**src/sv/three_anchor_trilateration_macros.svh**
```systemverilog
// ----------------------------------------------------------------------------
// Assertion macros for the three-anchor trilateration block
// Implication checks on the block clock with reset disabled.
// ----------------------------------------------------------------------------
`ifndef THREE_ANCHOR_TRILATERATION_MACROS_SVH
`define THREE_ANCHOR_TRILATERATION_MACROS_SVH

// same-cycle implication
`define TAT_ASSERT_IMP(label, ante, cons, msg) \
	label: assert property (@(posedge clk) disable iff (!arst_n) (ante) |-> (cons)) \
		else $error(msg);

// next-cycle implication
`define TAT_ASSERT_NXT(label, ante, cons, msg) \
	label: assert property (@(posedge clk) disable iff (!arst_n) (ante) |=> (cons)) \
		else $error(msg);

`endif

```
**src/sv/tat_pkg.sv**
```systemverilog
// ----------------------------------------------------------------------------
// tat_pkg
// Widths, operation codes and controller/datapath interface types.
// ----------------------------------------------------------------------------
package tat_pkg;

	localparam int OPA_W  = 37;             // multiplier operand A
	localparam int OPB_W  = 18;             // multiplier operand B
	localparam int PROD_W = OPA_W + OPB_W;  // product and accumulators
	localparam int DVS_W  = 37;             // divisor magnitude
	localparam int DIV_CNT_W = $clog2(PROD_W + 1);

	// multiplier operand selection
	localparam logic [4:0] MUL_NONE = 5'd0;
	localparam logic [4:0] MUL_RS2  = 5'd1;
	localparam logic [4:0] MUL_RB2  = 5'd2;
	localparam logic [4:0] MUL_RC2  = 5'd3;
	localparam logic [4:0] MUL_SX2  = 5'd4;
	localparam logic [4:0] MUL_SY2  = 5'd5;
	localparam logic [4:0] MUL_BX2  = 5'd6;
	localparam logic [4:0] MUL_BY2  = 5'd7;
	localparam logic [4:0] MUL_CX2  = 5'd8;
	localparam logic [4:0] MUL_CY2  = 5'd9;
	localparam logic [4:0] MUL_EA   = 5'd10;
	localparam logic [4:0] MUL_BD   = 5'd11;
	localparam logic [4:0] MUL_CE   = 5'd12;
	localparam logic [4:0] MUL_FB   = 5'd13;
	localparam logic [4:0] MUL_AF   = 5'd14;
	localparam logic [4:0] MUL_CD   = 5'd15;

	// accumulator destinations
	localparam logic [2:0] ACC_NONE = 3'd0;
	localparam logic [2:0] ACC_C    = 3'd1;
	localparam logic [2:0] ACC_F    = 3'd2;
	localparam logic [2:0] ACC_DEN  = 3'd3;
	localparam logic [2:0] ACC_NX   = 3'd4;
	localparam logic [2:0] ACC_NY   = 3'd5;

	typedef struct packed {
		logic       load_own;
		logic       load_b;
		logic       load_c;
		logic       clr;
		logic [4:0] mul_sel;
		logic [2:0] acc_dst;
		logic       acc_sub;
		logic       div_start;
		logic       div_y;
		logic       wr_x;
		logic       wr_y;
		logic       wr_deg;
		logic       wr_out;
	} tat_cmd_t;

	typedef struct packed {
		logic den_zero;
		logic div_done;
	} tat_status_t;

endpackage

```
**src/sv/tat_div.sv**
```systemverilog
// ----------------------------------------------------------------------------
// tat_div
// Unsigned restoring divider, one quotient bit per cycle.
// ----------------------------------------------------------------------------
module tat_div
	import tat_pkg::*;
(
	input  logic                clk,
	input  logic                arst_n,
	input  logic                start,
	input  logic [PROD_W-1:0]   dividend,
	input  logic [DVS_W-1:0]    divisor,
	output logic                done,
	output logic [PROD_W-1:0]   quotient
);

	logic [DVS_W-1:0]     rem_q;
	logic [PROD_W-1:0]    quo_q;
	logic [DVS_W-1:0]     dvs_q;
	logic [DIV_CNT_W-1:0] cnt_q;
	logic                 busy_q;
	logic                 done_q;
	logic [DVS_W:0]       shifted;
	logic                 fits;

	assign shifted = {rem_q, quo_q[PROD_W-1]};
	assign fits    = shifted >= {1'b0, dvs_q};

	always_ff @(posedge clk or negedge arst_n) begin
		if (!arst_n) begin
			busy_q <= 1'b0;
			done_q <= 1'b0;
			cnt_q  <= '0;
		end else if (start) begin
			busy_q <= 1'b1;
			done_q <= 1'b0;
			cnt_q  <= DIV_CNT_W'(PROD_W);
		end else if (busy_q) begin
			cnt_q <= cnt_q - 1'b1;
			if (cnt_q == DIV_CNT_W'(1)) begin
				busy_q <= 1'b0;
				done_q <= 1'b1;
			end
		end
	end

	always_ff @(posedge clk) begin
		if (start) begin
			rem_q <= '0;
			quo_q <= dividend;
			dvs_q <= divisor;
		end else if (busy_q) begin
			rem_q <= fits ? DVS_W'(shifted - {1'b0, dvs_q}) : shifted[DVS_W-1:0];
			quo_q <= {quo_q[PROD_W-2:0], fits};
		end
	end

	assign done     = done_q;
	assign quotient = quo_q;

endmodule

```
**src/sv/tat_datapath.sv**
```systemverilog
// ----------------------------------------------------------------------------
// tat_datapath
// Ranges, shared multiplier with accumulators, divider and result registers.
// ----------------------------------------------------------------------------
module tat_datapath
	import tat_pkg::*;
(
	input  logic               clk,
	input  logic               arst_n,
	input  tat_cmd_t           cmd,
	output tat_status_t        status,
	input  logic [15:0]        range_mm,
	input  logic signed [15:0] self_x,
	input  logic signed [15:0] self_y,
	input  logic signed [15:0] anchor_b_x,
	input  logic signed [15:0] anchor_b_y,
	input  logic signed [15:0] anchor_c_x,
	input  logic signed [15:0] anchor_c_y,
	output logic signed [15:0] x_mm,
	output logic signed [15:0] y_mm,
	output logic               degenerate
);

	logic [15:0]              own_q, rb_q, rc_q;
	logic signed [OPB_W-1:0]  a_q, b_q, d_q, e_q;
	logic signed [PROD_W-1:0] c_q, f_q, den_q, nx_q, ny_q;
	logic signed [PROD_W-1:0] prod_s1;
	logic [2:0]               dst_s1;
	logic                     sub_s1;
	logic signed [OPA_W-1:0]  op_a;
	logic signed [OPB_W-1:0]  op_b;
	logic signed [PROD_W-1:0] addend;
	logic signed [PROD_W-1:0] num;
	logic [PROD_W-1:0]        num_mag;
	logic [DVS_W-1:0]         den_mag;
	logic                     neg_q;
	logic                     div_done;
	logic [PROD_W-1:0]        quo;
	logic signed [15:0]       sat;
	logic signed [15:0]       x_q, y_q;
	logic                     deg_q;
	logic signed [15:0]       x_out_q, y_out_q;
	logic                     deg_out_q;

	function automatic logic signed [OPA_W-1:0] ext_a(input logic signed [15:0] v);
		ext_a = OPA_W'(v);
	endfunction

	function automatic logic signed [OPB_W-1:0] ext_b(input logic signed [15:0] v);
		ext_b = OPB_W'(v);
	endfunction

	always_ff @(posedge clk or negedge arst_n) begin
		if (!arst_n) begin
			own_q <= '0;
			rb_q  <= '0;
		end else begin
			if (cmd.load_own)
				own_q <= range_mm;
			if (cmd.load_b)
				rb_q <= range_mm;
		end
	end

	always_ff @(posedge clk) begin
		if (cmd.load_c)
			rc_q <= range_mm;
	end

	always_comb begin
		op_a = '0;
		op_b = '0;
		unique case (cmd.mul_sel)
			MUL_RS2: begin op_a = OPA_W'(own_q); op_b = OPB_W'(own_q); end
			MUL_RB2: begin op_a = OPA_W'(rb_q);  op_b = OPB_W'(rb_q);  end
			MUL_RC2: begin op_a = OPA_W'(rc_q);  op_b = OPB_W'(rc_q);  end
			MUL_SX2: begin op_a = ext_a(self_x);     op_b = ext_b(self_x);     end
			MUL_SY2: begin op_a = ext_a(self_y);     op_b = ext_b(self_y);     end
			MUL_BX2: begin op_a = ext_a(anchor_b_x); op_b = ext_b(anchor_b_x); end
			MUL_BY2: begin op_a = ext_a(anchor_b_y); op_b = ext_b(anchor_b_y); end
			MUL_CX2: begin op_a = ext_a(anchor_c_x); op_b = ext_b(anchor_c_x); end
			MUL_CY2: begin op_a = ext_a(anchor_c_y); op_b = ext_b(anchor_c_y); end
			MUL_EA:  begin op_a = OPA_W'(e_q); op_b = a_q; end
			MUL_BD:  begin op_a = OPA_W'(b_q); op_b = d_q; end
			MUL_CE:  begin op_a = c_q[OPA_W-1:0]; op_b = e_q; end
			MUL_FB:  begin op_a = f_q[OPA_W-1:0]; op_b = b_q; end
			MUL_AF:  begin op_a = f_q[OPA_W-1:0]; op_b = a_q; end
			MUL_CD:  begin op_a = c_q[OPA_W-1:0]; op_b = d_q; end
			default: begin op_a = '0; op_b = '0; end
		endcase
	end

	assign addend = sub_s1 ? -prod_s1 : prod_s1;

	always_ff @(posedge clk) begin
		prod_s1 <= PROD_W'(op_a) * PROD_W'(op_b);
		dst_s1  <= cmd.clr ? ACC_NONE : cmd.acc_dst;
		sub_s1  <= cmd.acc_sub;
		if (cmd.clr) begin
			a_q   <= OPB_W'(ext_b(anchor_b_x) - ext_b(self_x)) <<< 1;
			b_q   <= OPB_W'(ext_b(anchor_b_y) - ext_b(self_y)) <<< 1;
			d_q   <= OPB_W'(ext_b(anchor_c_x) - ext_b(anchor_b_x)) <<< 1;
			e_q   <= OPB_W'(ext_b(anchor_c_y) - ext_b(anchor_b_y)) <<< 1;
			c_q   <= '0;
			f_q   <= '0;
			den_q <= '0;
			nx_q  <= '0;
			ny_q  <= '0;
		end else begin
			unique case (dst_s1)
				ACC_C:   c_q   <= c_q + addend;
				ACC_F:   f_q   <= f_q + addend;
				ACC_DEN: den_q <= den_q + addend;
				ACC_NX:  nx_q  <= nx_q + addend;
				ACC_NY:  ny_q  <= ny_q + addend;
				default: ;
			endcase
		end
	end

	// magnitudes in, sign reapplied after: truncation toward zero
	assign num     = cmd.div_y ? ny_q : nx_q;
	assign num_mag = num[PROD_W-1] ? PROD_W'(-num) : PROD_W'(num);
	assign den_mag = den_q[PROD_W-1] ? DVS_W'(-den_q) : DVS_W'(den_q);

	always_ff @(posedge clk) begin
		if (cmd.div_start)
			neg_q <= num[PROD_W-1] ^ den_q[PROD_W-1];
	end

	tat_div u_div (
		.clk      (clk),
		.arst_n   (arst_n),
		.start    (cmd.div_start),
		.dividend (num_mag),
		.divisor  (den_mag),
		.done     (div_done),
		.quotient (quo)
	);

	always_comb begin
		if (!neg_q)
			sat = (quo > PROD_W'(32767)) ? 16'sh7fff : $signed(quo[15:0]);
		else
			sat = (quo > PROD_W'(32768)) ? 16'sh8000 : $signed(16'(-quo[15:0]));
	end

	always_ff @(posedge clk) begin
		if (cmd.wr_x)
			x_q <= sat;
		if (cmd.wr_y)
			y_q <= sat;
		if (cmd.wr_deg) begin
			x_q   <= '0;
			y_q   <= '0;
			deg_q <= 1'b1;
		end else if (cmd.wr_y) begin
			deg_q <= 1'b0;
		end
	end

	// hold the offered transaction while the next solve runs
	always_ff @(posedge clk) begin
		if (cmd.wr_out) begin
			x_out_q   <= x_q;
			y_out_q   <= y_q;
			deg_out_q <= deg_q;
		end
	end

	assign status.den_zero = (den_q == '0);
	assign status.div_done = div_done;
	assign x_mm       = x_out_q;
	assign y_mm       = y_out_q;
	assign degenerate = deg_out_q;

endmodule

```
**src/sv/tat_ctrl.sv**
```systemverilog
// ----------------------------------------------------------------------------
// tat_ctrl
// Item decode, solve sequencer and output handshake.
// ----------------------------------------------------------------------------
module tat_ctrl
	import tat_pkg::*;
(
	input  logic        clk,
	input  logic        arst_n,
	input  logic        in_valid,
	output logic        in_stall,
	input  logic        func,
	input  logic [15:0] sender_address,
	input  logic [15:0] anchor_b_addr,
	input  logic [15:0] anchor_c_addr,
	output logic        out_valid,
	input  logic        out_stall,
	output tat_cmd_t    cmd,
	input  tat_status_t status
);

	localparam logic [2:0] ST_IDLE  = 3'd0;
	localparam logic [2:0] ST_MUL   = 3'd1;
	localparam logic [2:0] ST_CHECK = 3'd2;
	localparam logic [2:0] ST_WAITX = 3'd3;
	localparam logic [2:0] ST_DIVY  = 3'd4;
	localparam logic [2:0] ST_WAITY = 3'd5;
	localparam logic [2:0] ST_WRITE = 3'd6;

	localparam int          STEPS  = 19;
	localparam logic [4:0]  LAST   = 5'(STEPS - 1);

	logic [2:0] state_q;
	logic [4:0] step_q;
	logic       have_b_q;
	logic       out_valid_q;
	logic       accept;
	logic       is_b, is_c;
	logic       can_write;
	logic [4:0] mul_sel;
	logic [2:0] acc_dst;
	logic       acc_sub;

	// multiply-accumulate schedule; the product is registered and lands in its accumulator in the next cycle
	always_comb begin
		mul_sel = MUL_NONE;
		acc_dst = ACC_NONE;
		acc_sub = 1'b0;
		unique case (step_q)
			5'd0:  begin mul_sel = MUL_RS2; acc_dst = ACC_C;   end
			5'd1:  begin mul_sel = MUL_RB2; acc_dst = ACC_C;   acc_sub = 1'b1; end
			5'd2:  begin mul_sel = MUL_SX2; acc_dst = ACC_C;   acc_sub = 1'b1; end
			5'd3:  begin mul_sel = MUL_BX2; acc_dst = ACC_C;   end
			5'd4:  begin mul_sel = MUL_SY2; acc_dst = ACC_C;   acc_sub = 1'b1; end
			5'd5:  begin mul_sel = MUL_BY2; acc_dst = ACC_C;   end
			5'd6:  begin mul_sel = MUL_RB2; acc_dst = ACC_F;   end
			5'd7:  begin mul_sel = MUL_RC2; acc_dst = ACC_F;   acc_sub = 1'b1; end
			5'd8:  begin mul_sel = MUL_BX2; acc_dst = ACC_F;   acc_sub = 1'b1; end
			5'd9:  begin mul_sel = MUL_CX2; acc_dst = ACC_F;   end
			5'd10: begin mul_sel = MUL_BY2; acc_dst = ACC_F;   acc_sub = 1'b1; end
			5'd11: begin mul_sel = MUL_CY2; acc_dst = ACC_F;   end
			5'd12: begin mul_sel = MUL_EA;  acc_dst = ACC_DEN; end
			5'd13: begin mul_sel = MUL_BD;  acc_dst = ACC_DEN; acc_sub = 1'b1; end
			5'd14: begin mul_sel = MUL_CE;  acc_dst = ACC_NX;  end
			5'd15: begin mul_sel = MUL_FB;  acc_dst = ACC_NX;  acc_sub = 1'b1; end
			5'd16: begin mul_sel = MUL_AF;  acc_dst = ACC_NY;  end
			5'd17: begin mul_sel = MUL_CD;  acc_dst = ACC_NY;  acc_sub = 1'b1; end
			default: ;
		endcase
	end

	assign accept    = in_valid && (state_q == ST_IDLE);
	assign is_b      = !have_b_q && (sender_address == anchor_b_addr);
	assign is_c      = have_b_q && (sender_address == anchor_c_addr);
	assign can_write = !out_valid_q || !out_stall;

	always_comb begin
		cmd           = '0;
		cmd.mul_sel   = (state_q == ST_MUL) ? mul_sel : MUL_NONE;
		cmd.acc_dst   = (state_q == ST_MUL) ? acc_dst : ACC_NONE;
		cmd.acc_sub   = acc_sub;
		cmd.load_own  = accept && !func;
		cmd.load_b    = accept && func && is_b;
		cmd.load_c    = accept && func && !is_b && is_c;
		cmd.clr       = cmd.load_c;
		cmd.div_start = ((state_q == ST_CHECK) && !status.den_zero) ||
			((state_q == ST_DIVY));
		cmd.div_y     = (state_q == ST_DIVY);
		cmd.wr_x      = (state_q == ST_WAITX) && status.div_done;
		cmd.wr_y      = (state_q == ST_WAITY) && status.div_done;
		cmd.wr_deg    = (state_q == ST_CHECK) && status.den_zero;
		cmd.wr_out    = (state_q == ST_WRITE) && can_write;
	end

	always_ff @(posedge clk or negedge arst_n) begin
		if (!arst_n) begin
			state_q     <= ST_IDLE;
			step_q      <= '0;
			have_b_q    <= 1'b0;
			out_valid_q <= 1'b0;
		end else begin
			if (cmd.wr_out)
				out_valid_q <= 1'b1;
			else if (!out_stall)
				out_valid_q <= 1'b0;
			unique case (state_q)
				ST_IDLE: begin
					if (accept && func) begin
						have_b_q <= is_b;
						if (!is_b && is_c) begin
							step_q  <= '0;
							state_q <= ST_MUL;
						end
					end
				end
				ST_MUL: begin
					step_q <= step_q + 1'b1;
					if (step_q == LAST)
						state_q <= ST_CHECK;
				end
				ST_CHECK: begin
					state_q <= status.den_zero ? ST_WRITE : ST_WAITX;
				end
				ST_WAITX: begin
					if (status.div_done)
						state_q <= ST_DIVY;
				end
				ST_DIVY: state_q <= ST_WAITY;
				ST_WAITY: begin
					if (status.div_done)
						state_q <= ST_WRITE;
				end
				ST_WRITE: begin
					// hold until the previous result has left
					if (can_write)
						state_q <= ST_IDLE;
				end
				default: state_q <= ST_IDLE;
			endcase
		end
	end

	assign in_stall  = (state_q != ST_IDLE);
	assign out_valid = out_valid_q;

endmodule

```
**src/sv/three_anchor_trilateration.sv**
```systemverilog
// An own-range or report transaction that starts no solve keeps the input free. A solve
// runs from acceptance to out_valid through 19 multiply steps, a check state, two
// 55-step bit-serial divisions, a divider restart between them and a write state.
// Degenerate solves skip the divisions; a stalled result holds WRITE.
// Throughput: one transaction per cycle while no solve runs; a solve stalls the input.
// Reset clears own and B ranges, pending B mark and handshake; registers take defaults.
// ----------------------------------------------------------------------------
// three_anchor_trilateration
// Three-anchor 2D position solver with an APB register port.
// ----------------------------------------------------------------------------
`include "three_anchor_trilateration_macros.svh"

module three_anchor_trilateration
	import tat_pkg::*;
(
	input  logic               clk,
	input  logic               arst_n,
	input  logic               psel,
	input  logic               penable,
	input  logic               pwrite,
	input  logic [4:0]         paddr,
	input  logic [31:0]        pwdata,
	output logic [31:0]        prdata,
	output logic               pready,
	input  logic               in_valid,
	output logic               in_stall,
	input  logic               func,
	input  logic [15:0]        sender_address,
	input  logic [15:0]        range_mm,
	output logic               out_valid,
	input  logic               out_stall,
	output logic signed [15:0] x_mm,
	output logic signed [15:0] y_mm,
	output logic               degenerate
);

	localparam logic [2:0] REG_SELF_X = 3'd0;
	localparam logic [2:0] REG_SELF_Y = 3'd1;
	localparam logic [2:0] REG_B_X    = 3'd2;
	localparam logic [2:0] REG_B_Y    = 3'd3;
	localparam logic [2:0] REG_C_X    = 3'd4;
	localparam logic [2:0] REG_C_Y    = 3'd5;
	localparam logic [2:0] REG_B_ADDR = 3'd6;
	localparam logic [2:0] REG_C_ADDR = 3'd7;

	logic signed [15:0] self_x_q, self_y_q, b_x_q, b_y_q, c_x_q, c_y_q;
	logic [15:0]        b_addr_q, c_addr_q;
	logic               wr_en;
	logic [2:0]         reg_idx;
	tat_cmd_t           cmd;
	tat_status_t        status;

	assign pready  = 1'b1;
	assign wr_en   = psel && penable && pwrite;
	assign reg_idx = paddr[4:2];

	always_ff @(posedge clk or negedge arst_n) begin
		if (!arst_n) begin
			self_x_q <= 16'sd0;
			self_y_q <= 16'sd0;
			b_x_q    <= 16'sd3000;
			b_y_q    <= 16'sd0;
			c_x_q    <= 16'sd3000;
			c_y_q    <= 16'sd2500;
			b_addr_q <= 16'd2;
			c_addr_q <= 16'd3;
		end else if (wr_en) begin
			unique case (reg_idx)
				REG_SELF_X: self_x_q <= pwdata[15:0];
				REG_SELF_Y: self_y_q <= pwdata[15:0];
				REG_B_X:    b_x_q    <= pwdata[15:0];
				REG_B_Y:    b_y_q    <= pwdata[15:0];
				REG_C_X:    c_x_q    <= pwdata[15:0];
				REG_C_Y:    c_y_q    <= pwdata[15:0];
				REG_B_ADDR: b_addr_q <= pwdata[15:0];
				REG_C_ADDR: c_addr_q <= pwdata[15:0];
				default: ;
			endcase
		end
	end

	always_comb begin
		unique case (reg_idx)
			REG_SELF_X: prdata = 32'(self_x_q);
			REG_SELF_Y: prdata = 32'(self_y_q);
			REG_B_X:    prdata = 32'(b_x_q);
			REG_B_Y:    prdata = 32'(b_y_q);
			REG_C_X:    prdata = 32'(c_x_q);
			REG_C_Y:    prdata = 32'(c_y_q);
			REG_B_ADDR: prdata = {16'd0, b_addr_q};
			REG_C_ADDR: prdata = {16'd0, c_addr_q};
			default:    prdata = '0;
		endcase
	end

	tat_ctrl u_ctrl (
		.clk            (clk),
		.arst_n         (arst_n),
		.in_valid       (in_valid),
		.in_stall       (in_stall),
		.func           (func),
		.sender_address (sender_address),
		.anchor_b_addr  (b_addr_q),
		.anchor_c_addr  (c_addr_q),
		.out_valid      (out_valid),
		.out_stall      (out_stall),
		.cmd            (cmd),
		.status         (status)
	);

	tat_datapath u_dp (
		.clk        (clk),
		.arst_n     (arst_n),
		.cmd        (cmd),
		.status     (status),
		.range_mm   (range_mm),
		.self_x     (self_x_q),
		.self_y     (self_y_q),
		.anchor_b_x (b_x_q),
		.anchor_b_y (b_y_q),
		.anchor_c_x (c_x_q),
		.anchor_c_y (c_y_q),
		.x_mm       (x_mm),
		.y_mm       (y_mm),
		.degenerate (degenerate)
	);

	`TAT_ASSERT_IMP(a_deg_zero, out_valid && degenerate, x_mm == '0 && y_mm == '0, "deg nonzero")
	`TAT_ASSERT_IMP(a_rise_busy, $rose(out_valid), $past(in_stall), "result without a solve")
	`TAT_ASSERT_NXT(a_no_accept_busy, out_valid && out_stall, out_valid, "stalled result dropped")

endmodule
```
**config.mk**
```make
export PLATFORM = sky130hd
export DESIGN_NAME = three_anchor_trilateration
export DESIGN_NICKNAME = d
export VERILOG_FILES = /design/src/sv/tat_pkg.sv /design/src/sv/tat_div.sv /design/src/sv/tat_datapath.sv /design/src/sv/tat_ctrl.sv /design/src/sv/three_anchor_trilateration.sv
export VERILOG_INCLUDE_DIRS = /design/src /design/src/sv
export SDC_FILE = /design/constraint.sdc
export NUM_CORES = 2
export LEC_CHECK = 0
export ABC_AREA = 1
export BUFFER_PORTS_ARGS = -buffer_cell sky130_fd_sc_hd__buf_2
export CAP_MARGIN = 20
export CORE_ASPECT_RATIO = 2
export CORE_MARGIN = 4
export CORE_UTILIZATION = 35
export DETAILED_ROUTE_END_ITERATION = 16
export GPL_ROUTABILITY_DRIVEN = 0
export GPL_TIMING_DRIVEN = 0
export SLEW_MARGIN = 20
export SYNTH_ARGS = -nofsm -noshare
export SYNTH_HDL_FRONTEND = slang
export SYNTH_SLANG_ARGS = --single-unit
```
**constraint.sdc**
```tcl
create_clock -name clk -period 7.24 [get_ports clk]
set_input_delay 1.086 -clock clk [delete_from_list [all_inputs] [get_ports clk]]
set_output_delay 1.086 -clock clk [all_outputs]
set_load 0.02 [all_outputs]
```
==> impl_metrics.json <==
{
  "detail-route-antenna-nets": 0,
  "status": "finished with violations",
  "yosysUniqueCellTypes": 65,
  "port_buffers": 125,
  "wl_um": 428000,
  "tns_ns": -33.96,
  "dpl_cell_area_sq_um": 90700,
  "ff_latch_area_sq_um": 18200,
  "fin_nets": 14300,
  "endpoint_kind": "flip-flop",
  "vdd_drop_max_mv": 0.188,
  "synth_area_per_cell_sq_um": 6.79,
  "multiInputGateArea_sq_um": 61000,
  "clock_latency_ns": 0.77,
  "die_w_um": 356,
  "synthTopCellsByCount": "nand2_1, inv_1, nor2_1",
  "tritoncts": "done",
  "clock_skew_ns": 0.0398,
  "path_max_fanout": 10,
  "yosys-top-cells-area": "fa_1, nand2_1, inv_1",
  "cts_root_buffer": "clkbuf_16",
  "pre_cts_ws_ns": -2.41,
  "nFillCells": 24800,
  "grt_overflow": 0,
  "wl_per_cell_um": 26.0,
  "swShare": 0.319,
  "syn_nets": 13700,
  "fmax_mhz": 120,
  "yosys.area.top_type": "fa_1",
  "netlist_instances": 12500,
  "cp_slowest_stage_delay_ns": 0.58,
  "violations": "setup timing",
  "critical_path_class": "reg2reg",
  "start_kind": "flip-flop",
  "vias_per_cell": 5.53,
  "drive_gt1_frac": 0.150,
  "grtUsageTotal": 0.327,
  "grt_max_degree": 71,
  "ctsLongestPathBuffers": 3,
  "dr.pass1.iters": 7,
  "hp-class": "in2async",
  "leakage_nw": 51.7,
  "antenna_found_initial": 27,
  "final_max_slew_viol_count": 0,
  "worst_slew_pin_slew_ns": 1.31,
  "yosys.cell_count.top_type": "nand2_1",
  "worst_path_max_delay_cell": "fa_1",
  "drv_cap": 0,
  "p_int_mw": 7.70,
  "clkTransAtPathRegs_ns": 0.07,
  "cp.arrival_ns": 8.94,
  "grt_pass1_wl_um": 596000,
  "pwr-share-clk": 0.417,
  "yosysWarningCount": 0,
  "placedCellCount": 15900,
  "synth_area_sq_um": 84800,
  "grt_pass1_vias": 90700,
  "final_hold_viol_count": 0,
  "final_area_sq_um": 103000,
  "fin_cells": 16500,
  "numCtsBuffers": 85,
  "start_util": 0.352,
  "core_area_sq_um": 241000,
  "die_y_um": 704,
  "vias": 91000,
  "num_rows": 255,
  "finalWorstSetupSlack_ns": -1.08,
  "ys_seq_elements": 756,
  "synthDominantCellAreaShare": 0.152,
  "final_util": 0.427,
  "critPathRequiredTime_ns": 7.87,
  "setup_viol": 43,
  "synth_flop_cell": "dfxtp_1",
  "synth-async-reset-ratio": 0.235,
  "rsz0062_at_grt": "yes",
  "die_area_sq_um": 251000,
  "p_seq_frac": 0.430,
  "yosysSeqAreaShare": 0.214,
  "p_comb_frac": 0.153,
  "finalCritPeriodShare": 1.15,
  "crit_top_cell": "fa_1",
  "drt-initial-drc-count": 7952,
  "dp_hpwl_um": 328000,
  "p_switching_mw": 3.61,
  "power.density_nw_per_um2": 110,
  "synth_edf_count": 210,
  "htree_levels": 3,
  "drc": 0,
  "ioPinCount": 145,
  "syn2layout_area_growth_pct": 21.5,
  "period_minus_slack_ns": 8.32,
  "clock_sinks": 756,
  "max-slew-margin-rel": 0.127
}
-- power by group through the flow --
stage               clock network (mW)  logic (mW)  registers (mW)
global placement                     0        1.62            4.93
detailed placement                   0        1.64            4.93
finish                            4.72        1.73            4.87
floorplan                            0        1.12            4.79
CTS                               4.71        1.66            4.84
global route                      4.88        1.88            4.86
-- per-stage QoR --
step | hold WS [ns] | power (mW)
after floorplan | 0.401 | 5.91
after global placement | 0.407 | 6.55
after detailed placement | 0.409 | 6.57
after CTS | 0.242 | 11.2
after global routing | 0.260 | 11.6
final | 0.233 | 11.3
-- layout by cell type (no fill, tap or decap), types with 97 or more instances in the layout --
| cell | count |
|---|---|
| nand2_1 | 3023 |
| nor3_1 | 117 |
| clkbuf_16 | 102 |
| fa_1 | 591 |
| inv_1 | 2170 |
| o21ai_0 | 648 |
| buf_6 | 132 |
| buf_4 | 313 |
| dfrtp_1 | 154 |
| xor2_1 | 165 |
| ha_1 | 425 |
| clkbuf_1 | 153 |
| or2_2 | 112 |
| nor2_4 | 157 |
| dfxtp_1 | 368 |
| nand4_1 | 142 |
| a21oi_1 | 527 |
| inv_2 | 110 |
| nand2_2 | 128 |
| nand3_1 | 859 |
| edfxtp_1 | 210 |
| buf_2 | 147 |
| nor2_1 | 1096 |
| xnor2_1 | 97 |
-- critical path: cells and delay by family (launching register included) --
kind	cells	cell delay (ns)
XOR/XNOR	1	0.18
buffers and inverters	10	1.44
adder cells (fa/ha/maj)	8	3.53
AO/OA/AOI/OAI	1	0.19
flip-flops	1	0.47
AND/OR/NAND/NOR	17	2.34
-- registers in the layout (all words and copies together), names as in the netlist, 17 cells and up --
| name | cells |
|---|---|
| u_dp.d_q | 17 |
| u_dp.den_q | 55 |
| u_dp.prod_s1 | 55 |
| u_dp.e_q | 17 |
| u_dp.u_div.rem_q | 37 |
| u_dp.nx_q | 55 |
| u_dp.a_q | 17 |
| u_dp.ny_q | 55 |
| u_dp.f_q | 37 |
| u_dp.u_div.quotient | 55 |
| u_dp.b_q | 17 |
| u_dp.u_div.dvs_q | 37 |
| u_dp.c_q | 37 |
-- cell families (layout without fill, tap and decap cells) --
group | count (synthesis) | after routing | synth area share
multiplexers | 15 | 15 | 0.00199
adder cells (fa/ha/maj) | 1121 | 1121 | 0.222
buffers and inverters | 2649 | 3389 | 0.122
AND/OR/NAND/NOR | 5968 | 5969 | 0.298
XOR/XNOR | 316 | 316 | 0.0326
AO/OA/AOI/OAI | 1657 | 1657 | 0.109
flip-flops | 756 | 756 | 0.214
other | 1 | 24 | 0.0000442
-- what timing repair did --
action | CTS | global route
gates cloned | 6 | 16
endpoints found under the setup margin | 46 | 46
hold buffers | 0 | 0
buffers inserted | 240 | 164
gates resized for setup | 759 | 724
pin swaps | 218 | 300
-- worst paths after layout --
kind	start	end	slack, ns	cells past startpoint
setup reg to reg	u_ctrl.step_q[0]$_DFFE_PN0P_	u_dp.prod_s1[53]$_DFF_P_	-1.08	37
setup / recovery	u_ctrl.step_q[0]$_DFFE_PN0P_	u_dp.prod_s1[53]$_DFF_P_	-1.08	37
hold / removal	arst_n	u_dp.rb_q[10]$_DFFE_PN0P_	0.23	1
min in group clk	u_dp.y_q[8]$_SDFFE_PP0P_	u_dp.y_mm[8]$_DFFE_PP_	0.42	0
hold reg to reg	u_dp.y_q[8]$_SDFFE_PP0P_	u_dp.y_mm[8]$_DFFE_PP_	0.42	0
max in group asynchronous	arst_n	c_x_q[8]$_DFFE_PN1P_	5.84	3
-- final cells by class --
type,instances,area share
diodes,23,0.000558
plain buffers,336,0.0253
clock buffers,102,0.0225
clock inverters,58,0.00557
inverters,2309,0.0849
multi-input cells,9079,0.592
flip-flops and latches,756,0.176
well taps,3212,0.0390
repair buffers,584,0.0541
-- metal layers --
metal / track usage / wire length, um / share of wire / vias up
met5: 0 / 100 / 0.00023 / -
met4: 0.405 / 68800 / 0.16 / 16
met3: 0.0860 / 35000 / 0.082 / 2525
met2: 0.556 / 201000 / 0.47 / 5038
met1: 0.282 / 123000 / 0.29 / 42700
li1: - / - / - / 40800
Power figures use the tool's default switching activity.
